--- src/hdl/idr_pkg.sv ---
`timescale 1ns / 1ps
`default_nettype none
package idr_pkg;

  localparam int W = 64;
  localparam int PORT_W = 64;

  localparam logic [1:0] OP_UQUO = 2'd0;
  localparam logic [1:0] OP_UREM = 2'd1;
  localparam logic [1:0] OP_SQUO = 2'd2;
  localparam logic [1:0] OP_SREM = 2'd3;

  localparam logic [1:0] ST_OK       = 2'd0;
  localparam logic [1:0] ST_DIVZERO  = 2'd1;
  localparam logic [1:0] ST_OVERFLOW = 2'd2;

  typedef logic [W-1:0] word_t;
  typedef logic [2*W-1:0] rq_t;

  typedef struct packed {
    logic       valid;
    logic [1:0] op;
    logic       neg_q;
    logic       neg_r;
    logic [1:0] st;
  } ctl_t;

endpackage
`default_nettype wire

--- src/hdl/idr_step.sv ---
`timescale 1ns / 1ps
`default_nettype none
module idr_step (
  input  wire logic           clk,
  input  wire logic           rst,
  input  idr_pkg::ctl_t       ctl_in,
  input  idr_pkg::rq_t        rq_in,
  input  idr_pkg::word_t      dsr_in,
  output idr_pkg::ctl_t       ctl_out,
  output idr_pkg::rq_t        rq_out,
  output idr_pkg::word_t      dsr_out
);

  logic [idr_pkg::W:0] rem_sh;
  logic [idr_pkg::W:0] diff;
  logic                take;
  idr_pkg::word_t      rem_new;
  idr_pkg::rq_t        rq_next;

  // partial remainder shifted left with next dividend bit; bit W is the carry
  always_comb begin
    rem_sh  = rq_in[2*idr_pkg::W-1:idr_pkg::W-1];
    diff    = rem_sh - {1'b0, dsr_in};
    take    = ~diff[idr_pkg::W];
    rem_new = take ? diff[idr_pkg::W-1:0] : rem_sh[idr_pkg::W-1:0];
    rq_next = {rem_new, rq_in[idr_pkg::W-2:0], take};
  end

  always_ff @(posedge clk) begin
    if (rst) begin
      ctl_out <= '0;
    end else begin
      ctl_out <= ctl_in;
    end
  end

  always_ff @(posedge clk) begin
    rq_out  <= rq_next;
    dsr_out <= dsr_in;
  end

endmodule
`default_nettype wire

--- config.mk ---
export PLATFORM = sky130hd
export DESIGN_NAME = idr_step
export DESIGN_NICKNAME = d
export VERILOG_FILES = /design/src/hdl/idr_pkg.sv /design/src/hdl/idr_step.sv
export SDC_FILE = /design/constraint.sdc
export NUM_CORES = 1
export LEC_CHECK = 0
export BUFFER_PORTS_ARGS = -buffer_cell sky130_fd_sc_hd__buf_2
export CAP_MARGIN = 20
export CORE_AREA = 2 2 155 157
export CTS_BUF_LIST = sky130_fd_sc_hd__clkbuf_2
export DETAILED_ROUTE_END_ITERATION = 6
export DIE_AREA = 0 0 157 159
export PLACE_DENSITY = 0.8
export SETUP_SLACK_MARGIN = 0.02
export SLEW_MARGIN = 20
export SYNTH_ARGS = -nofsm -noshare
export SYNTH_HDL_FRONTEND = slang
export SYNTH_SLANG_ARGS = --single-unit
--- constraint.sdc ---
create_clock -name clk -period 3.6 [get_ports clk]
set_input_delay 0.9 -clock clk [delete_from_list [all_inputs] [get_ports clk]]
set_output_delay 0.9 -clock clk [all_outputs]
set_load 0.02 [all_outputs]
Word-level counts from Yosys, hierarchy flattened:

Cells that the tools add are included.

* logic and storage cells: 10
* bits in registers: 199
* input port bits: 201
* output and inout bits: 199

* add/subtract/negate cells: 1
* bitwise operators: 1
* muxes and demuxes: 1

Operators by type and width (number)
* $sub 65x64->65: 1
* $mux 64: 1
* $not 1->1: 1

Depth between registers and ports, before layout:

* word-level depth: 2
* gate-level depth with buffers: 17
* depth with buffers taken out: 13

Least setup slack after synthesis:

OpenSTA, ideal clock, no wires.

* path kind: input port to flip-flop
* from: input dsr_in[7]
* to: register rq_out[121]
* arrival time: 3642 ps
* data required time: 3479 ps
* setup time: 121 ps
* stages: 17
* path buffers: 5
* slack: -163 ps
* path through: inv_1 > ha_1 > buf_2 > a21oi_2 > nor2_1 > o41ai_4 > o22ai_2 > o21ai_2 > a211oi_2 > or3_1 > buf_6 > and3_1 > buf_6 > inv_4 > buf_6 > buf_8 > mux2_4

* longest elaborated chain between the ends: 2

Ends and longest elaborated chain
* start, declared: RTL line idr_step.sv:8 `input idr_pkg::word_t dsr_in,`
* $sub 65x64->65: RTL line idr_step.sv:23 `diff = rem_sh - {1'b0, dsr_in};`
* $mux 64: RTL line idr_step.sv:25 `rem_new = take ? diff[idr_pkg::W-1:0] : rem_sh[idr_pkg::W-1:0];`
* via rem_new[57]: RTL line idr_step.sv:17 `idr_pkg::word_t rem_new;`
* end signal, assigned: RTL line idr_step.sv:38 `rq_out <= rq_next;`
* end, declared: RTL line idr_step.sv:10 `output idr_pkg::rq_t rq_out,`

The timed path passes the listed nets, and every way through them passes these cells.
A chain may end at the register's enable or synchronous reset.

Worst setup path after layout:

* from: input rq_in[88]
* to: register rq_out[127]

* longest elaborated chain between the ends: 2

Ends and longest elaborated chain
* start, declared: RTL line idr_step.sv:7 `input idr_pkg::rq_t rq_in,`
* $sub 65x64->65: RTL line idr_step.sv:23
* $mux 64: RTL line idr_step.sv:25
* via rem_new[63]: RTL line idr_step.sv:17

The timed path passes the listed nets, and every way through them passes these cells.

==> flow_summary.ini <==
[yosys]
yosys-mux-area-fraction = 0.0713
synth_cell_type_count = 75
synth_compound_area_frac = 0.170
async_flop_share = 0
yosysWarnings = 0
mappedNetlistArea_um2 = 9220
synth_top_family_by_area = compound AO/OA/AOI/OAI gates
synth_nets = 1234
ys_seq_area_frac = 0.432
synthSimpleGateAreaFrac = 0.129
synth_area_per_cell_um2 = 9.52
ys_ff_latch = 199
ys.flop_type = dfxtp_1
synth_xor_area_frac = 0.0513
syn_inst = 968
synth_edf_count = 0
synthAdderAreaFrac = 0.0891

[drt]
drtIter0Drc = 510
routedWlPerCell_um = 16.8
vias = 8997
via_per_inst = 4.96
wirelength_um = 30400
dr.pass1.iters = 5
postRouteAntennaNets = 0
drc_errors = 0

[sta]
setup_ws_ns = 0.506
final-hold-violation-count = 0
maxSlewViolCount = 0
tightest_slew_ns = 0.572
rsz0062_at_grt = false
maxSlewHeadroom = 0.615
finalSetupViolCount = 0
clock.fmax_mhz = 323
period_share = 0.859
fin_crit_ns = 3.09

[cells_and_area]
n_fill_cell = 2057
stdcell_area_um2 = 12800
area_delta_synth_final_pct = 39.4
instances_no_fill = 1814
layout_commonest_cell = buf_2
fin_nets = 1745
layout-drive-gt1-share = 0.436
post-route-util = 0.554
most-common-layout-cells = buf_2 (399), dfxtp_1 (199), buf_4 (125)

[die]
core-area_um2 = 23200
initial_core_util = 0.397
row_count = 56
die-area_um2 = 25000
ios = 400
die_y_um = 159
die_x_um = 157

[global_route]
antenna_found_initial = 4
grt_usage = 0.236
grt.overflow.total = 0
grt_pass1_vias = 9268
grt_pass1_wl_um = 46700
grt_max_degree = 23

[place]
routabilityCongestion = 0.904
dp_slack_ns = -0.351
io_buffers = 399
dpl_cell_area_um2 = 12500
numPlacedInstances = 1779
dp_hpwl_um = 25200

[hold_path]
hold_start = rq_in[38]
min_path_cells = 1
hold_path_end = rq_out[39]$_DFF_P_
hp-class = in -> reg

[run_status]
status = finished clean

[cts]
clockRootBuffer = clkbuf_2
cts_resized = 0
clock-sinks = 199
hold_buffers = 0
path_clk_slew_ns = 0.38
clockBufferDepth = 2
cts_tree = yes
htreeDepth = 4
cts_setup_buffers = 0
cts_buffers = 17

[critical_path]
setup.worst_path.start = rq_in[88]
cp.arrival_ns = 3.86
crit_fanout = 5
crit_required_ns = 4.36
cp-end-kind = flip-flop
start_kind = input port
critPathKind = in -> reg

[power]
power_density_nw_per_um2 = 460
p_leak_uw = 0.00654
p_total_uw = 5900
ir_drop_mv = 0.219

[flow_run]
drv_cap = 0
[per-stage QoR]
step / hold WS (ns) / TNS (ns)
after floorplan: 0.928 / -0.0538
after global placement: 1.00 / -6.44
after detailed placement: 1.00 / -13.64
after CTS: 0.0449 / 0
after global routing: 0.0197 / 0
final: 0.121 / 0
[area by class of cell]
cell class / count / area [µm²] / share of cell area
clock inverters: 15 / 210 / 0.0164
inverters: 88 / 345 / 0.0269
multi-input cells: 646 / 4820 / 0.375
diodes: 3 / 7.51 / 0.000585
repair buffers: 527 / 3000 / 0.233
clock buffers: 17 / 85.1 / 0.00662
flip-flops and latches: 199 / 3980 / 0.310
well taps: 319 / 399 / 0.0311
[sequential cells by signal (all words and copies together) (netlist names)]
signal	count
ctl_out	7
rq_out	128
dsr_out	64
[power by group]
group | internal, µW | leakage [µW] | total, µW | switching, µW
sequential | 2470 | 0.00168 | 2540 | 71.8
clock | 338 | 0.000171 | 1310 | 967
combinational | 897 | 0.00469 | 2050 | 1160
[worst max path at each step]
stage                                to
floorplan           rq_out[121]$_DFF_P_
global placement    rq_out[115]$_DFF_P_
detailed placement  rq_out[127]$_DFF_P_
CTS                 rq_out[115]$_DFF_P_
global route        rq_out[119]$_DFF_P_
finish              rq_out[127]$_DFF_P_
[logic make-up after synthesis]
| kind of cell | Yosys count |
|---|---|
| adders and majority gates | 65 |
| muxes | 59 |
| xor gates and xnor gates | 54 |
| DFF | 199 |
| and+or+nand+nor | 229 |
| buffers and inverters | 123 |
| AOI/OAI and AO/OA | 239 |
[critical path, cell delays in order]
cell and delay (ns):
buf_2 0.11, ha_1 0.37, nand2_1 0.13, nor2_1 0.05
or4b_1 0.54, or4b_4 0.61, and4_1 0.22, o21a_1 0.20
o311ai_2 0.35, nand3_1 0.12, a31o_2 0.25
[synthesized netlist by cell type, drive strengths merged (13+ instances only)]
master,n,share of area
a21o,31,0.025
a21oi,79,0.044
buf,14,0.012
clkbuf,21,0.0088
dfxtp,199,0.43
ha,64,0.087
inv,88,0.036
mux2,50,0.061
nand2,66,0.027
nand4,22,0.016
nor2,47,0.019
nor2b,20,0.014
nor3,13,0.0071
o21ai,43,0.024
o21bai,14,0.011
xnor2,32,0.030
xor2,22,0.021
[layer usage]
metal  share of wire  global-route usage  up-vias
met4           0.028              0.0930        2
met3           0.072              0.0501       58
met1            0.41               0.279     4146
met2            0.49               0.415      382
met5         0.00053                   0        -
li1                -                   -     4409
Note: power is estimated with default switching activity, not from simulation.
