[config.mk]
export PLATFORM = sky130hd
export DESIGN_NAME = idr_post
export DESIGN_NICKNAME = d
export VERILOG_FILES = /design/src/hdl/idr_pkg.sv /design/src/hdl/idr_post.sv
export SDC_FILE = /design/constraint.sdc
export NUM_CORES = 1
export LEC_CHECK = 0
export BUFFER_PORTS_ARGS = -buffer_cell sky130_fd_sc_hd__buf_4
export CAP_MARGIN = 20
export CORE_MARGIN = 10
export CORE_UTILIZATION = 41
export DETAILED_ROUTE_END_ITERATION = 7
export PLACE_DENSITY = 0.7
export SLEW_MARGIN = 20
export SYNTH_ARGS = -nofsm -noshare
export SYNTH_HDL_FRONTEND = slang
export SYNTH_SLANG_ARGS = --single-unit
[constraint.sdc]
create_clock -name clk -period 5.5 [get_ports clk]
set_input_delay 0.55 -clock clk [delete_from_list [all_inputs] [get_ports clk]]
set_output_delay 0.55 -clock clk [all_outputs]
set_load 0.02 [all_outputs]
[src/hdl/idr_pkg.sv]
`timescale 1ns / 1ps
`default_nettype none
package idr_pkg;

  localparam int W = 64;
  localparam int PORT_W = 64;

  localparam logic [1:0] OP_UQUO = 2'd0;
  localparam logic [1:0] OP_UREM = 2'd1;
  localparam logic [1:0] OP_SQUO = 2'd2;
  localparam logic [1:0] OP_SREM = 2'd3;

  localparam logic [1:0] ST_OK       = 2'd0;
  localparam logic [1:0] ST_DIVZERO  = 2'd1;
  localparam logic [1:0] ST_OVERFLOW = 2'd2;

  typedef logic [W-1:0] word_t;
  typedef logic [2*W-1:0] rq_t;

  typedef struct packed {
    logic       valid;
    logic [1:0] op;
    logic       neg_q;
    logic       neg_r;
    logic [1:0] st;
  } ctl_t;

endpackage
`default_nettype wire

[src/hdl/idr_post.sv]
`timescale 1ns / 1ps
`default_nettype none
module idr_post (
  input  wire logic                        clk,
  input  wire logic                        rst,
  input  idr_pkg::ctl_t                    ctl,
  input  idr_pkg::rq_t                     rq,
  output logic                             done,
  output logic [idr_pkg::PORT_W-1:0]       answer,
  output logic [1:0]                       status
);

  idr_pkg::word_t quo;
  idr_pkg::word_t rem;
  idr_pkg::word_t pick;
  logic           neg;
  idr_pkg::word_t ans;

  always_comb begin
    quo  = rq[idr_pkg::W-1:0];
    rem  = rq[2*idr_pkg::W-1:idr_pkg::W];
    pick = ctl.op[0] ? rem : quo;
    neg  = ctl.op[0] ? ctl.neg_r : ctl.neg_q;
    ans  = neg ? -pick : pick;
    if (ctl.st != idr_pkg::ST_OK) begin
      ans = '0;
    end
  end

  always_ff @(posedge clk) begin
    if (rst) begin
      done <= 1'b0;
    end else begin
      done <= ctl.valid;
    end
  end

  always_ff @(posedge clk) begin
    answer <= idr_pkg::PORT_W'(ans);
    status <= ctl.st;
  end

endmodule
`default_nettype wire

### After elaboration in Yosys (flattened, before gate mapping)

Cells that the tools add are included.

* register bits after elaboration: 67
* bits of input ports: 137
* output and inout port bits: 67

* $add $sub $neg: 1
* muxes and demuxes: 3
* reduce and logical (&&, ||, !) cells: 1

Operator list (count)
* 64-bit 2-to-1 mux: 2
* 64-bit negation: 1
* 2-bit nonzero test: 1
* 1-bit 2-to-1 mux: 1

### Logic depth before layout (Yosys ltp)

* depth after elaboration: 3
* depth in mapped cells: 16
* mapped depth without buffers: 8

### Worst setup path before layout

Ideal clock, no wire load.

* kind: input to register
* start point: input ctl[4] (netlist name)
* end point: register answer[54] (netlist name)
* data arrival time: 4.035 ns
* slack: 1.403 ns
* cell stages on the path: 15
* buffers on the path: 7
* path through: buf_2 -> buf_2 -> buf_2 -> buf_2 -> buf_2 -> buf_2 -> buf_2 -> mux2i_1 -> ha_1 -> or4bb_1 -> a2bb2oi_1 -> and4_1 -> nand4_1 -> or4_1 -> nand3_1

* longest elaborated chain between the ends: 3
* elaborated cells between the ends (all ways): 4
* those cells by class: add/sub (1); mux (3)

RTL lines
* start: declaration: line idr_post.sv:6 `input idr_pkg::ctl_t ctl,`
* 64-bit 2-to-1 mux: line idr_post.sv:22 `pick = ctl.op[0] ? rem : quo;`
* 64-bit negation: line idr_post.sv:24 `ans = neg ? -pick : pick;`
* 64-bit 2-to-1 mux *: line idr_post.sv:24
* end signal: assignment: line idr_post.sv:39 `answer <= idr_pkg::PORT_W'(ans);`
* end: declaration: line idr_post.sv:9 `output logic [idr_pkg::PORT_W-1:0] answer,`

Mark *: on every way between the ends. The rest lies on a longest branch, timed or not.
A chain may end at the register's enable or synchronous reset.

### Worst setup path in the final report

* start point: input ctl[4] (netlist name)
* end point: register answer[48] (netlist name)

Same word-level chain as after synthesis.

==> flow_metrics.py <==
metrics = {
    "run_status": {
        "outcome": "finished clean",
    },
    "setup_path": {
        "start_kind": "input port",
        "endpoint_kind": "flip-flop",
        "worst-setup-path-type": "input port to flip-flop",
        "crit_required_ns": 5.75,
        "cp_max_fo": 76,
        "cp.arrival_ns": 3.86,
    },
    "floorplan": {
        "start_util_pct": 41.9,
        "num_rows": 40,
        "pin_count": 204,
        "core_um2": 12000,
        "die_w_um": 131,
        "die_area_um2": 17100,
        "die-height_um": 131,
    },
    "route": {
        "drt_iter0_markers": 514,
        "routed_wl_um": 19600,
        "via_per_inst": 5.90,
        "ant_nets": 0,
        "first_pass_iters": 5,
        "dr_total_vias": 5680,
        "drc_errors": 0,
        "wl_per_cell_um": 20.4,
    },
    "logic_synthesis": {
        "yosysTopAreaCell": "dfxtp_1",
        "synthCells": 631,
        "yosysTopAreaCellShare_pct": 26.6,
        "synth-edff-count": 0,
        "synth_cell_types": 60,
        "ys_async_sr_fraction_pct": 0,
        "ys_seq_elements": 67,
        "synth_area_leaders": "dfxtp_1 (27%), mux2i_1 (13%), nor2_1 (6.3%)",
        "ys_seq_area_share_pct": 26.6,
        "synth_area_per_cell_um2": 7.98,
        "syn-num-nets": 769,
        "synth_ff_type": "dfxtp_1",
        "syn_area_um2": 5030,
        "yosysWarnings": 0,
    },
    "layout": {
        "drive_gt1_share_pct": 30.7,
        "syn_to_final_growth_pct": 37.2,
        "mostFrequentLayoutCells": "buf_4 (209), nor2_1 (85), dfxtp_1 (67), mux2i_1 (62), nor3_1 (45)",
        "stdcell_area_um2": 6910,
        "fillers": 1126,
        "final_nets": 950,
        "fin_util_pct": 57.5,
        "final_common_cell": "buf_4",
    },
    "placed_design": {
        "port-buffer-count": 202,
        "dpl_cell_area_um2": 6620,
        "hpwl_um": 15300,
        "place_ws_ns": 1.62,
        "place_congestion": 0.900,
    },
    "timing": {
        "worst_slack_ns": 1.89,
        "tightest_slew_ns": 0.793,
        "relSlewSlack_pct": 46.7,
        "post-route-min-period_ns": 3.61,
        "setup_viol": 0,
        "drv_slew": 0,
        "rsz0062_at_grt": "false",
        "hold_viol_final": 0,
        "whs_ns": 0.318,
        "fmax_ghz": 0.277,
        "fin_setup_tns_ns": 0,
        "post-route-period-util_pct": 65.6,
    },
    "power_and_ir_drop": {
        "pwr-share-comb_pct": 28.4,
        "switching_share_pct": 29.8,
        "cellPowerDensity_nw_per_um2": 224,
        "power.clock.fraction_pct": 37.5,
        "power.switching_uw": 462,
        "ir_worst_vdd_mv": 0.157,
        "p_seq_share_pct": 34.1,
        "p_int_mw": 1.09,
        "p_leak_nw": 2.96,
    },
    "grt": {
        "grt_max_degree": 77,
        "track_usage_pct": 22.2,
        "grt_pass1_wl_um": 30000,
        "antenna_found_initial": 1,
        "grt-ovfl-total": 0,
        "grt_pass1_vias": 5656,
    },
    "cts": {
        "path_clk_slew_ns": 0.06,
        "ctsLongestPathBuffers": 2,
        "clock_sinks": 67,
        "cts_buffers": 9,
        "cts_root_buffer": "clkbuf_16",
        "cts_resized": 0,
        "h-tree-depth": 3,
        "tritoncts": "done",
        "cts_setup_buffers": 0,
        "cts_hold_buf": 0,
    },
    "hold_path": {
        "hp-class": "input port to flip-flop",
    },
    "job": {
        "drv_cap": 0,
    },
}
-- critical path, stage by stage --
cell and delay, ns:
buf_6 0.46, mux2i_1 0.32, ha_1 0.22, or4bb_1 0.50
a2bb2oi_1 0.30, nand4_1 0.52, nor4_1 0.58, nor3_1 0.10
nor3_1 0.25
-- cells in the mapped netlist, drive strengths merged (4+ instances only) --
cell,count
or3b,8
o21ai,20
nand3,12
nor4,23
or2,10
xor2,28
nand2,22
nor3,45
o21a,7
mux2,11
a41oi,4
nand4,6
nor2b,5
a31oi,13
nor2,85
nor3b,24
o31ai,11
nor4b,7
clkbuf,18
xnor2,14
mux2i,63
inv,4
dfxtp,67
a22o,4
a21oi,23
and3,5
or3,19
o22ai,11
buf,22
-- final timing paths --
path,endpoint,slack [ns],from,depth (start not counted)
max,answer[48],1.89,ctl[4],9
min,status[0],0.32,ctl[0],1
-- area by class of cell --
class | instances | area (µm²) | area share (%)
Antenna cell | 1 | 2.50 | 0.0362
Clock buffer | 11 | 253 | 3.66
Clock inverter | 2 | 37.5 | 0.543
Inverter | 4 | 15.0 | 0.217
Multi-Input combinational cell | 520 | 3490 | 50.6
Sequential cell | 67 | 1340 | 19.4
Tap cell | 147 | 184 | 2.66
Timing Repair Buffer | 210 | 1580 | 22.9
-- logic make-up (layout without fill, tap and decap cells) --
logic type | Yosys count | in the layout | share of synthesized area, %
AND/OR/NAND/NOR | 291 | 291 | 31.9
AO/OA/AOI/OAI | 112 | 112 | 14.7
multiplexers | 74 | 74 | 15.0
flip-flops | 67 | 67 | 26.6
buffers and inverters | 44 | 227 | 4.18
XOR/XNOR | 42 | 42 | 7.31
adder cells (fa/ha/maj) | 1 | 1 | 0.249
other | 0 | 1 | 0
-- layer usage --
layer  GRT usage (%)  wire length (µm)
met1            26.2              7790
met2            36.7              9370
met3            6.97              1950
met4            9.16               528
met5               0                 0
-- registers in the layout, summed over array words and instances, names as in the netlist --
| name | count |
|---|---|
| answer | 64 |
| done | 1 |
| status | 2 |
-- per-stage QoR --
| step | cells | total power [mW] |
|---|---|---|
| after global routing | 962 | 1.61 |
| after detailed placement | 948 | 0.977 |
| after CTS | 961 | 1.56 |
| after global placement | 948 | 0.972 |
| after floorplan | 631 | 0.779 |
| final | 962 | 1.55 |
-- power by group through the flow --
stage | combinational (mW) | sequential (mW) | clock [mW]
detailed placement | 0.438 | 0.539 | 0
CTS | 0.440 | 0.528 | 0.592
finish | 0.440 | 0.528 | 0.582
global placement | 0.433 | 0.538 | 0
global route | 0.478 | 0.531 | 0.604
floorplan | 0.201 | 0.578 | 0
Power figures use the tool's default switching activity.
