## src/hdl/idr_pkg.sv

```systemverilog
`timescale 1ns / 1ps
`default_nettype none
package idr_pkg;

  localparam int W = 64;
  localparam int PORT_W = 64;

  localparam logic [1:0] OP_UQUO = 2'd0;
  localparam logic [1:0] OP_UREM = 2'd1;
  localparam logic [1:0] OP_SQUO = 2'd2;
  localparam logic [1:0] OP_SREM = 2'd3;

  localparam logic [1:0] ST_OK       = 2'd0;
  localparam logic [1:0] ST_DIVZERO  = 2'd1;
  localparam logic [1:0] ST_OVERFLOW = 2'd2;

  typedef logic [W-1:0] word_t;
  typedef logic [2*W-1:0] rq_t;

  typedef struct packed {
    logic       valid;
    logic [1:0] op;
    logic       neg_q;
    logic       neg_r;
    logic [1:0] st;
  } ctl_t;

endpackage
`default_nettype wire

```

## src/hdl/idr_prep.sv

```systemverilog
`timescale 1ns / 1ps
`default_nettype none
module idr_prep (
  input  wire logic                       clk,
  input  wire logic                       rst,
  input  wire logic                       start,
  input  wire logic [1:0]                 opcode,
  input  wire logic [idr_pkg::PORT_W-1:0] dividend,
  input  wire logic [idr_pkg::PORT_W-1:0] divisor,
  output idr_pkg::ctl_t                   ctl,
  output idr_pkg::rq_t                    rq,
  output idr_pkg::word_t                  dsr
);

  idr_pkg::word_t a;
  idr_pkg::word_t b;
  idr_pkg::word_t a_abs;
  idr_pkg::word_t b_abs;
  idr_pkg::word_t w_sign;
  logic           is_signed;
  logic           an;
  logic           bn;
  idr_pkg::ctl_t  ctl_next;

  always_comb begin
    a         = dividend[idr_pkg::W-1:0];
    b         = divisor[idr_pkg::W-1:0];
    w_sign    = {1'b1, {(idr_pkg::W-1){1'b0}}};
    is_signed = opcode[1];
    an        = is_signed & a[idr_pkg::W-1];
    bn        = is_signed & b[idr_pkg::W-1];
    a_abs     = an ? -a : a;
    b_abs     = bn ? -b : b;

    ctl_next.valid = start;
    ctl_next.op    = opcode;
    ctl_next.neg_q = (opcode == idr_pkg::OP_SQUO) && (an != bn);
    ctl_next.neg_r = (opcode == idr_pkg::OP_SREM) && an;
    if (b == '0) begin
      ctl_next.st = idr_pkg::ST_DIVZERO;
    end else if (opcode == idr_pkg::OP_SQUO && a == w_sign && b == '1) begin
      ctl_next.st = idr_pkg::ST_OVERFLOW;
    end else begin
      ctl_next.st = idr_pkg::ST_OK;
    end
  end

  always_ff @(posedge clk) begin
    if (rst) begin
      ctl <= '0;
    end else begin
      ctl <= ctl_next;
    end
  end

  always_ff @(posedge clk) begin
    rq  <= {{idr_pkg::W{1'b0}}, a_abs};
    dsr <= b_abs;
  end

endmodule
`default_nettype wire

```

## config.mk

```make
export PLATFORM = sky130hd
export DESIGN_NAME = idr_prep
export DESIGN_NICKNAME = d
export VERILOG_FILES = /design/src/hdl/idr_pkg.sv /design/src/hdl/idr_prep.sv
export SDC_FILE = /design/constraint.sdc
export NUM_CORES = 1
export LEC_CHECK = 0
export BUFFER_PORTS_ARGS = -buffer_cell sky130_fd_sc_hd__buf_4
export CAP_MARGIN = 0
export CORE_AREA = 5 5 127 129
export CTS_CLUSTER_SIZE = 28
export DETAILED_ROUTE_END_ITERATION = 16
export DIE_AREA = 0 0 132 134
export GPL_ROUTABILITY_DRIVEN = 0
export PLACE_DENSITY_LB_ADDON = 0.15
export SYNTH_ARGS = -nofsm -noshare
export SYNTH_HDL_FRONTEND = slang
export SYNTH_SLANG_ARGS = --single-unit
```

## constraint.sdc

```tcl
create_clock -name clk -period 5.15 [get_ports clk]
set_input_delay 0.2575 -clock clk [delete_from_list [all_inputs] [get_ports clk]]
set_output_delay 0.2575 -clock clk [all_outputs]
set_load 0.02 [all_outputs]
```

### Yosys cells after proc, flatten, opt, wreduce, memory -nomap -nowiden

Index checks and enable logic that the tools add are counted.

| storage, ports and cells | value |
|---|---|
| register bits after elaboration | 135 |
| word-level logic and storage cells | 27 |
| input port bits | 133 |
| output and inout port bits | 199 |

| operators by class | value |
|---|---|
| equal/unequal tests | 5 |
| $add $sub $neg | 2 |
| bitwise gates (word level) | 2 |
| mux-type cells | 4 |
| reductions and logical operators | 6 |

Operators with widths:

| operator | count |
|---|---|
| $eq A64 B64 Y1 const B | 2 |
| $mux W64 | 2 |
| $neg A64 Y64 | 2 |
| $logic_not A64 Y1 | 1 |
| $eq A2 B2 Y1 const B | 2 |
| $logic_and A1 B1 Y1 | 4 |
| $and A1 B1 Y1 | 2 |
| $mux W2 | 1 |
| $reduce_or A2 Y1 | 1 |
| $mux W1 | 1 |
| $ne A1 B1 Y1 | 1 |

### Logic depth before layout (Yosys ltp)

Gate-level depths: netlist (run 1).

| logic depth | value |
|---|---|
| depth after elaboration | 5 |
| mapped depth | 8 |
| depth with buffers taken out | 7 |

### Worst setup path before layout (run 1)

OpenSTA, ideal clock, no wires.

| timing path | value |
|---|---|
| kind | input to register |
| from | in divisor[30] (netlist bit) |
| to | reg ctl[0] (netlist bit) |
| path slack | 3.095 ns |
| path buffers | 1 |
| cell stages on the path | 6 |
| setup time | 0.073 ns |
| arrival | 1.982 ns |
| data required time | 5.077 ns |
| cells stage by stage | or4_1 > buf_2 > nor4b_4 > nand4_4 > or4_1 > nor3_2 |

| on the way | value |
|---|---|
| longest elaborated chain between the ends | 2 |

Ends and longest elaborated chain:

| what | RTL line | RTL |
|---|---|---|
| start, declared | idr_prep.sv:9 | `input wire logic [idr_pkg::PORT_W-1:0] divisor,` |
| $logic_not A64 Y1 | idr_prep.sv:39 | `if (b == '0) begin` |
| $mux W1 | idr_prep.sv:39 |  |
| end signal, assigned | idr_prep.sv:52 | `ctl <= ctl_next;` |
| end, declared | idr_prep.sv:10 | `output idr_pkg::ctl_t ctl,` |

Every way passes these cells.
A chain may end at the register's enable or synchronous reset.

### Worst setup path in the final report (run 1)

| timing path | value |
|---|---|
| from | in divisor[0] (netlist bit) |
| to | reg ctl[0] (netlist bit) |

Same word-level chain as after synthesis.

==> results of run 1 <==
critical path: cells and delay by family:
kind	cells	cell delay (ns)
buffers and inverters	3	0.75
and+or+nand+nor	5	2.19
adders and majority gates	1	0.15
Yosys cell counts (all sizes together):
library cell and number:
dfxtp 135, xnor2 70, buf 67, xor2 53, nor2 49, a21oi 26, nand2 24, nor3 24
nor4 24, o21ai 23, nand4 22, o31ai 21, a31oi 16, clkbuf 15, o41ai 15, inv 10
nand3 10, or4 10, nand2b 7, or3 7, and2 6, nor2b 5, ha 3, nand4b 3
nor4b 3, a31o 2, a41oi 2, nand3b 2, a21boi 1, a21o 1, and3 1, and4 1
and4b 1, conb 1, nor3b 1, o31a 1
stage by stage:
stage	area, um^2	hold slack, ns
after floorplan	6600	0.285
after CTS	8990	0.000951
after global placement	8300	0.414
after detailed placement	8300	0.410
after global routing	8990	0.0140
final	8990	0.0169
per-layer routing:
metal	vias to the layer above	part of all wire, %
met5	-	0
met4	0	2.3
met3	30	9.5
met2	258	49
met1	2595	39
li1	2765	-
state kept, by name, indices dropped and copies added, names as in the netlist:
signal and flops:
rq 64, dsr 64, ctl 7
what timing repair did:
item,in CTS,in global routing
endpoints found under the hold margin,2,0
buffers inserted,0,0
hold buffers,2,0
worst max path at each step:
stage	cells past startpoint	from	end	slack [ns]
floorplan	6	divisor[30]	ctl[0]	3.10
global placement	8	divisor[1]	ctl[0]	2.26
detailed placement	8	divisor[1]	ctl[0]	2.27
CTS	9	divisor[0]	ctl[0]	2.13
global route	9	divisor[0]	ctl[0]	1.99
finish	9	divisor[0]	ctl[0]	2.14
layout make-up:
type	instances	area, um^2
tap	188	235
sequential	135	2700
clock inverter	11	194
multi-input combinational	498	3310
inverter	10	37.5
clock buffer	21	470
timing repair buffer	271	2040
fill	1341	5930
power breakdown:
group          internal [mW]  switching (mW)  leakage [nW]
combinational          0.277           0.376          2.48
clock                  0.899           0.458         0.324
sequential              1.15          0.0322          1.14
total                   2.33           0.866          3.94
cells by family after synthesis:
kind of cell / Yosys count / share of synthesized area [%]
AND/OR/NAND/NOR: 200 / 18.8
flip-flops: 135 / 42.5
XOR/XNOR: 123 / 16.9
AO/OA/AOI/OAI: 108 / 11.8
buffers and inverters: 92 / 9.26
adder cells (fa/ha/maj): 3 / 0.590
other: 1 / 0.0589
==> summary.md, run 1 <==
| Metric | Value |
|---|---|
| Grt total ovfl | 0 |
| Max Cap Violations | 0 |
| Starting Density | around 43% |
| Library cells used by synthesis | 48 |
| Die ar. | approximately 18000 um^2 |
| Synth area leader | dfxtp_1 |
| Most common cell after layout, fill and taps aside | buf_4 |
| Via density | roughly 5.0 |
| Die H | approximately 130 um |
| Final Max Tran Viols | 0 |
| CTS max path bufs | 2 |
| Pre-CTS setup slack | about 2.3 ns |
| ANT nets after route | 0 |
| Largest net degree at the start of global routing | 45 |
| Row count | 45 |
| M2 GR Usage | a little under two fifths |
| Min-delay src | opcode[0] |
| Clock Sink Count | approximately 140 |
| CP endpoint kind | flip-flop |
| Number of port buffers | approximately 270 |
| Status | finished, final reports clean |
| Worst-path cell chain | dlygate4sd3_1 -> buf_4 -> inv_1 -> ha_1 -> nor3b_1 -> nor2b_1 -> nand4_4 -> or4_1 -> nor3_2 |
| Power per Cell Area | 355 nW/um^2 |
| Final Hold Viols | 0 |
| Initial antenna violation count | 0 |
| Final Setup Violations | 0 |
| Max incr delay on CP | roughly 0.66 ns |
| Cells after Synth | 662 |
| P&R area growth vs syn | 41.2% |
| RSZ-0062 raised after global routing | no |
| Pre-antenna DRT Iters | 5 |
| Layout cells sized above 1 | 34.6% |
| Top cells by area, synth | dfxtp_1, xnor2_1, buf_4 |
| Most frequent cells in the layout | buf_4, dfxtp_1, xnor2_1 |
| Root Buffer | clkbuf_16 |
| Worst hold path class | in -> reg |
| Slew headroom | between 30% and 40% |
| Via Count | 5648 |
| CTS tree | built |
| CP Launch Type | primary input |
| Hold Path Sink | ctl[3] |
| Req. time, crit path | between 5 and 6 ns |
| DRC | 0 |
| Synth top area share | a little over two fifths |
| Peak VDD IR | 232 uV |
| H-tree depth | 4 |
| Number of global-route vias before repair | ~5500 |
| Min Tclk post-route | around 3.0 ns |
| CTS resizes | 0 |
| Layout net count | between 1000 and 1500 |
| WL/cell | 18.0 um |
| Placed cells | 1100 |
| Yosys Warn Count | 0 |
| Core area | roughly 15000 um^2 |
| LEAKAGE | approximately 3.9 nW |
| Yosys reg bits | around 140 |
| Ant diodes | 0 |
| Pwr Total | 3.19 mW |
| CP max FO | 7 |
| Clk slew on worst S/H paths | roughly 0.060 ns |
| I/O pin cnt | 332 |
| Fin worst setup slack | 2.14 ns |
| Final core occ | 60.2% |
| Mapped cell area | about 6400 um^2 |
| Final Cycle Share | a little under 60% |
| Detailed Place HPWL | roughly 16000 um |
| Post-Syn Area per Cell | 9.61 um^2 |
| Die Width | 132 um |
| Total Routed Length | a little over 20000 um |
| CTS Buf Count | 17 |
| Hold Path Stages | 2 |
| Global routing usage on met1 | 26.0% |
| Grt met3 use | 8.03% |
| Post-synthesis sequential area ratio | 42.5% |
| Global-route wire length before repair | a little over 30000 um |
| Non-filler cells in the finished layout | between 1000 and 1500 |
| Tightest Pin Transition | between 1 and 1.5 ns |
| Slowest-stage cell, CP | nor2b_1 |
| Top Usage Layer GRT | met2 |
| F_max | roughly 0.33 GHz |
| Setup TNS | 0 ns |
| CP arrival | 3.36 ns |
| DRC marker count from the first detailed-route iteration | between 300 and 400 |
| Critical path type | in -> reg |
| Total track usage | between 20% and 30% |
Power figures use the tool's default switching activity.
==> inputs of run 2 (changes only) <==
CORE_AREA = unset   (was 5 5 127 129)
CORE_MARGIN = 5   (was unset)
CORE_UTILIZATION = 41   (was unset)
DIE_AREA = unset   (was 0 0 132 134)
clock period = 2.74 ns   (was 5.15 ns; I/O delays follow)
==> run 2 against run 1 <==
- cell count increased by 12%
- largest cell class is now buffers
- critical path type unchanged
- combinational power is 110% higher
- highest routed layer unchanged
- sequential cell count stayed put
- clock power grew 58%
- core utilization grew 6.8 points
==> summary.md, run 2 (same netlist as run 1, synthesis figures left out) <==
| Metric | Value |
|---|---|
| Status | finished, final reports clean (unchanged) |
| Clk slew on worst S/H paths | 0.06 ns (about the same) |
| Via Count | 6259 (was 5648) |
| Pre-antenna DRT Iters | 7 (was 5) |
| Initial antenna violation count | 0 (unchanged) |
| CP max FO | 6 (was 7) |
| Die ar. | 18100 um^2 (was 17700 um^2) |
| Global-route wire length before repair | 33400 um (was 30800 um) |
| Final Cycle Share | between 80% and 90% |
| WL/cell | 17.4 um (was 18.0 um) |
| Worst hold path class | in -> reg (unchanged) |
| P&R area growth vs syn | 60.2% (was 41.2%) |
| Global routing usage on met1 | 26.8% (was 26.0%) |
| Number of buffers added for setup after CTS | 0 (unchanged) |
| CP Launch Type | primary input (unchanged) |
| Layout net count | 1203 (was 1069) |
| CP arrival | 2.78 ns (was 3.36 ns) |
| CTS max path bufs | 2 (unchanged) |
| Design area | 10200 um^2 (was 8990 um^2) |
| I/O pin cnt | 332 (unchanged) |
| Ant diodes | 0 (unchanged) |
| CTS Buf Count | 17 (unchanged) |
| F_max | just over 0.4 GHz |
| Post-DP Area | 8380 um^2 (was 8300 um^2) |
| Final Max Tran Viols | 0 (unchanged) |
| Most frequent cells in the layout | buf_4, dfxtp_1, dlygate4sd3_1 (was buf_4, dfxtp_1, xnor2_1) |
| Critical path type | in -> reg (unchanged) |
| H-tree depth | 4 (unchanged) |
| M2 GR Usage | 40.8% (was 37.4%) |
| Final Setup Violations | 0 (unchanged) |
| CP endpoint kind | flip-flop (unchanged) |
| Core area | 15200 um^2 (was 14900 um^2) |
| Largest net degree at the start of global routing | 49 (was 45) |
| Die Width | 135 um (was 132 um) |
| Peak VDD IR | 414 uV (was 232 uV) |
| Non-filler cells in the finished layout | 1267 (was 1134) |
| LEAKAGE | 4.47 nW (was 3.94 nW) |
| CTS tree | built (unchanged) |
| Row count | 45 (unchanged) |
| Clock Sink Count | 135 (unchanged) |
| ANT nets after route | 0 (unchanged) |
| Detailed Place HPWL | 16400 um (was 16300 um) |
| Top Usage Layer GRT | met2 (unchanged) |
| Min Tclk post-route | around 2.4 ns |
| Most common cell after layout, fill and taps aside | buf_4 (unchanged) |
| Via density | 4.94 (was 4.98) |
| Setup TNS | 0 ns (unchanged) |
| Slew headroom | 50.7% (was 30.1%) |
| Starting Density | 41.9% (was 42.6%) |
| Final Hold Viols | 0 (unchanged) |
| Grt met3 use | 6.97% (was 8.03%) |
| DRC marker count from the first detailed-route iteration | 276 (was 353) |
| Worst-path cell chain | dlygate4sd3_1 -> buf_4 -> nor4_1 -> nand4_1 -> or3_1 -> o41ai_2 -> xnor2_1 (was dlygate4sd3_1 -> buf_4 -> inv_1 -> ha_1 -> nor3b_1 -> nor2b_1 -> nand4_4 -> or4_1 -> nor3_2) |
| Fill cells | 1242 (was 1341) |
| Tightest Pin Transition | 0.740 ns (was 1.05 ns) |
| Max Cap Violations | 0 (unchanged) |
| Slowest-stage cell, CP | dlygate4sd3_1 (was nor2b_1) |
| Number of global-route vias before repair | 6120 (was 5496) |
| Power per Cell Area | 566 nW/um^2 (was 355 nW/um^2) |
| Max incr delay on CP | 0.55 ns (was 0.66 ns) |
| Hold bufs inserted after CTS | 125 (was 2) |
| Root Buffer | clkbuf_16 (unchanged) |
| Number of port buffers | 267 (unchanged) |
| Die H | 135 um (was 134 um) |
| Biggest regs | dsr x64, rq x64, ctl x7 (unchanged) |
| Placed cells | 1111 (was 1100) |
| RSZ-0062 raised after global routing | no (unchanged) |
| Layout cells sized above 1 | 31.2% (was 34.6%) |
| Grt total ovfl | 0 (unchanged) |
| Total Routed Length | 22100 um (was 20400 um) |
| CTS resizes | 0 (unchanged) |
| DRC | 0 (unchanged) |
| Total track usage | 23.4% (was 22.2%) |
| Req. time, crit path | 3.08 ns (was 5.50 ns) |
[run 2: changes by cell type in the layout (fill, tap and decap cells not counted)]
| cell | change |
|---|---|
| clkinvlp_4 | +1 |
| clkbuf_8 | +1 |
| dlygate4sd3_1 | +123 |
| inv_6 | -1 |
| clkinv_2 | +4 |
| bufinv_16 | -4 |
| buf_4 | +11 |
| clkinv_4 | -2 |
[run 2: cell type report]
class,count,area [um^2],area share [%]
Inverter,10,37.5,0.368
Multi-Input combinational cell,498,3310,32.4
Clock buffer,22,484,4.75
Tap cell,188,235,2.31
Clock inverter,9,75.1,0.736
Timing Repair Buffer,405,3350,32.9
Sequential cell,135,2700,26.5
[run 2: through the flow]
stage / util [%] / hold slack (ns) / power [mW] / worst slack (ns)
2_1_floorplan: - / 0.165 / 2.93 / 0.806
3_3_place_gp: 55.2 / 0.279 / 3.50 / 0.471
3_5_place_dp: 55.2 / 0.277 / 3.50 / 0.464
4_1_cts: 67.1 / 0.000747 / 5.81 / 0.339
5_1_grt: 67.1 / 0.0131 / 6.01 / 0.118
6_report: 67.1 / 0.0210 / 5.77 / 0.295
[run 2: per-layer routing]
layer	vias to the layer above	wire, um
met1	2887	8540
met4	0	631
met3	43	1860
met5	-	0
li1	3031	-
met2	298	11100
[run 2: where the power goes]
part / switching (mW) / leakage (nW) / internal [mW]
registers: 0.0619 / 1.14 / 2.17
clock network: 0.823 / 0.277 / 1.33
logic: 0.754 / 3.05 / 0.638
total: 1.64 / 4.47 / 4.13
[run 2: path summary, 6_finish.rpt]
check / from / to / slack (ns) / cells after the start
setup / recovery: dividend[13] / rq[44] / 0.30 / 7
hold / removal: dividend[47] / rq[47] / 0.02 / 3
[run 2: critical path: cells and delay by family]
| kind | cells | cell delay, ns |
|---|---|---|
| buffers and inverters | 2 | 0.70 |
| AO/OA/AOI/OAI | 1 | 0.36 |
| XOR/XNOR | 1 | 0.16 |
| AND/OR/NAND/NOR | 3 | 1.41 |
==> inputs of run 3 (changes only) <==
CTS_CLUSTER_SIZE = unset   (was 28)
RECOVER_POWER = 50   (was unset)
==> run 3 against run 2 <==
- global-route usage is the same
- critical path depth unchanged
- first-iteration DRC count down 14%
- sequential cell count stayed put
- design area fell by 4.9%
- non-clock buffer count is the same
- setup slack worse by 0.027 ns
- combinational power shrank 12%
- worst hold slack about the same
- sequential power hardly changed
- critical path type unchanged
- largest power group unchanged
==> summary.md, run 3 (same netlist as run 1, synthesis figures left out) <==
| Metric | Value |
|---|---|
| Status | finished, final reports clean (unchanged) |
| CTS resizes | 0 (unchanged) |
| DRC marker count from the first detailed-route iteration | 237 (was 276) |
| CTS Buf Count | 17 (unchanged) |
| Root Buffer | clkbuf_16 (unchanged) |
| H-tree depth | 4 (unchanged) |
| ANT nets after route | 0 (unchanged) |
| Initial antenna violation count | 0 (unchanged) |
| Final Cycle Share | 90.2% (was 89.2%) |
| Peak VDD IR | 413 uV (was 414 uV) |
| Min Tclk post-route | 2.47 ns (was 2.44 ns) |
| Die H | 135 um (unchanged) |
| Slew headroom | 50.1% (was 50.7%) |
| Number of buffers added for setup after CTS | 0 (unchanged) |
| Most common cell after layout, fill and taps aside | buf_4 (unchanged) |
| CTS max path bufs | 2 (unchanged) |
| Number of port buffers | 267 (unchanged) |
| Total track usage | 23.4% (unchanged) |
| Via Count | 6222 (was 6259) |
| CP max FO | 6 (unchanged) |
| WL/cell | 17.5 um (was 17.4 um) |
| Detailed Place HPWL | 16400 um (unchanged) |
| Die ar. | 18100 um^2 (unchanged) |
| Biggest regs | dsr x64, rq x64, ctl x7 (unchanged) |
| Die Width | 135 um (unchanged) |
| Layout cells sized above 1 | 18.9% (was 31.2%) |
| Worst setup path startpoint | dividend[13] (unchanged) |
| LEAKAGE | 3.98 nW (was 4.47 nW) |
| CP Launch Type | primary input (unchanged) |
| Clock Sink Count | 135 (unchanged) |
| P&R area growth vs syn | 52.4% (was 60.2%) |
| Hold bufs inserted after CTS | 125 (unchanged) |
| CP endpoint | rq[44] (unchanged) |
| Pwr Total | 5.61 mW (was 5.77 mW) |
| Max Cap Violations | 0 (unchanged) |
| Final Hold Viols | 0 (unchanged) |
| Ant diodes | 0 (unchanged) |
| Core area | 15200 um^2 (unchanged) |
| CP arrival | 2.81 ns (was 2.78 ns) |
| DRC | 0 (unchanged) |
| Number of global-route vias before repair | 6120 (unchanged) |
| Pre-antenna DRT Iters | 5 (was 7) |
| F_max | 0.405 GHz (was 0.409 GHz) |
| Clk slew on worst S/H paths | 0.06 ns (about the same) |
| Most frequent cells in the layout | buf_4, dfxtp_1, clkbuf_1 (was buf_4, dfxtp_1, dlygate4sd3_1) |
| Via density | 4.91 (was 4.94) |
| Final Max Tran Viols | 0 (unchanged) |
| Final Setup Violations | 0 (unchanged) |
| Req. time, crit path | 3.08 ns (about the same) |
| Power per Cell Area | 578 nW/um^2 (was 566 nW/um^2) |
| Row count | 45 (unchanged) |
| Worst hold path class | in -> reg (unchanged) |
| CTS tree | built (unchanged) |
| Largest net degree at the start of global routing | 49 (unchanged) |
| RSZ-0062 raised after global routing | no (unchanged) |
| Tightest Pin Transition | 0.749 ns (was 0.740 ns) |
| Grt total ovfl | 0 (unchanged) |
| CP endpoint kind | flip-flop (unchanged) |
| Global-route wire length before repair | 33400 um (unchanged) |
| Layout net count | 1203 (unchanged) |
| Starting Density | 41.9% (unchanged) |
| Total Routed Length | 22100 um (about the same) |
| Final core occ | 63.8% (was 67.1%) |
| Setup TNS | 0 ns (unchanged) |
| I/O pin cnt | 332 (unchanged) |
| Critical path type | in -> reg (unchanged) |
## run 3: changes by cell type in the layout (fill, tap and decap cells not counted), sizes merged
cell,delta
buf,-133
clkbuf,+133
## run 3: critical path, stage by stage
cell and delay, ns:
dlygate4sd3_1 0.55, buf_4 0.15, nor4_1 0.51, nand4_1 0.40, or3_1 0.54, o41ai_2 0.36
xnor2_1 0.16
## run 3: final cells by class
type / count / area (um^2)
multi-input cells: 498 / 3310
repair buffers: 405 / 2850
clock inverters: 9 / 75.1
fillers: 1390 / 5510
clock buffers: 22 / 484
inverters: 10 / 37.5
well taps: 188 / 235
flip-flops and latches: 135 / 2700
## run 3: power breakdown
group | leakage (nW) | total [mW] | internal (mW) | switching, mW
sequential | 1.14 | 2.22 | 2.17 | 0.0579
combinational | 2.57 | 1.23 | 0.478 | 0.755
clock | 0.277 | 2.15 | 1.33 | 0.823
total | 3.98 | 5.61 | 3.97 | 1.64
## run 3: per-layer routing
metal	GRT usage, %	up-vias	routed length [um]
met5	0	-	0
met4	9.16	0	613
met3	6.97	43	1810
met2	40.8	276	11000
met1	26.8	2872	8700
li1	-	3031	-
## run 3: how the worst min path moves through the flow
stage | startpoint | endpoint | slack, ns | cells after the start
floorplan | divisor[0] | dsr[0] | 0.16 | 0
global placement | dividend[0] | rq[0] | 0.28 | 1
detailed placement | dividend[0] | rq[0] | 0.28 | 1
CTS | dividend[47] | rq[47] | 0.0007 | 3
global route | dividend[63] | rq[63] | 0.01 | 2
finish | dividend[47] | rq[47] | 0.02 | 3
## run 3: through the flow
| stage | hold WS [ns] | std cells | setup slack, ns | area, um^2 |
|---|---|---|---|---|
| final | 0.0210 | 1267 | 0.268 | 9700 |
| after global routing | 0.0131 | 1267 | 0.118 | 9700 |
| after CTS | 0.000747 | 1267 | 0.339 | 10200 |
| after detailed placement | 0.277 | 1111 | 0.464 | 8380 |
| after global placement | 0.279 | 1111 | 0.471 | 8380 |
| after floorplan | 0.165 | 725 | 0.806 | 6600 |
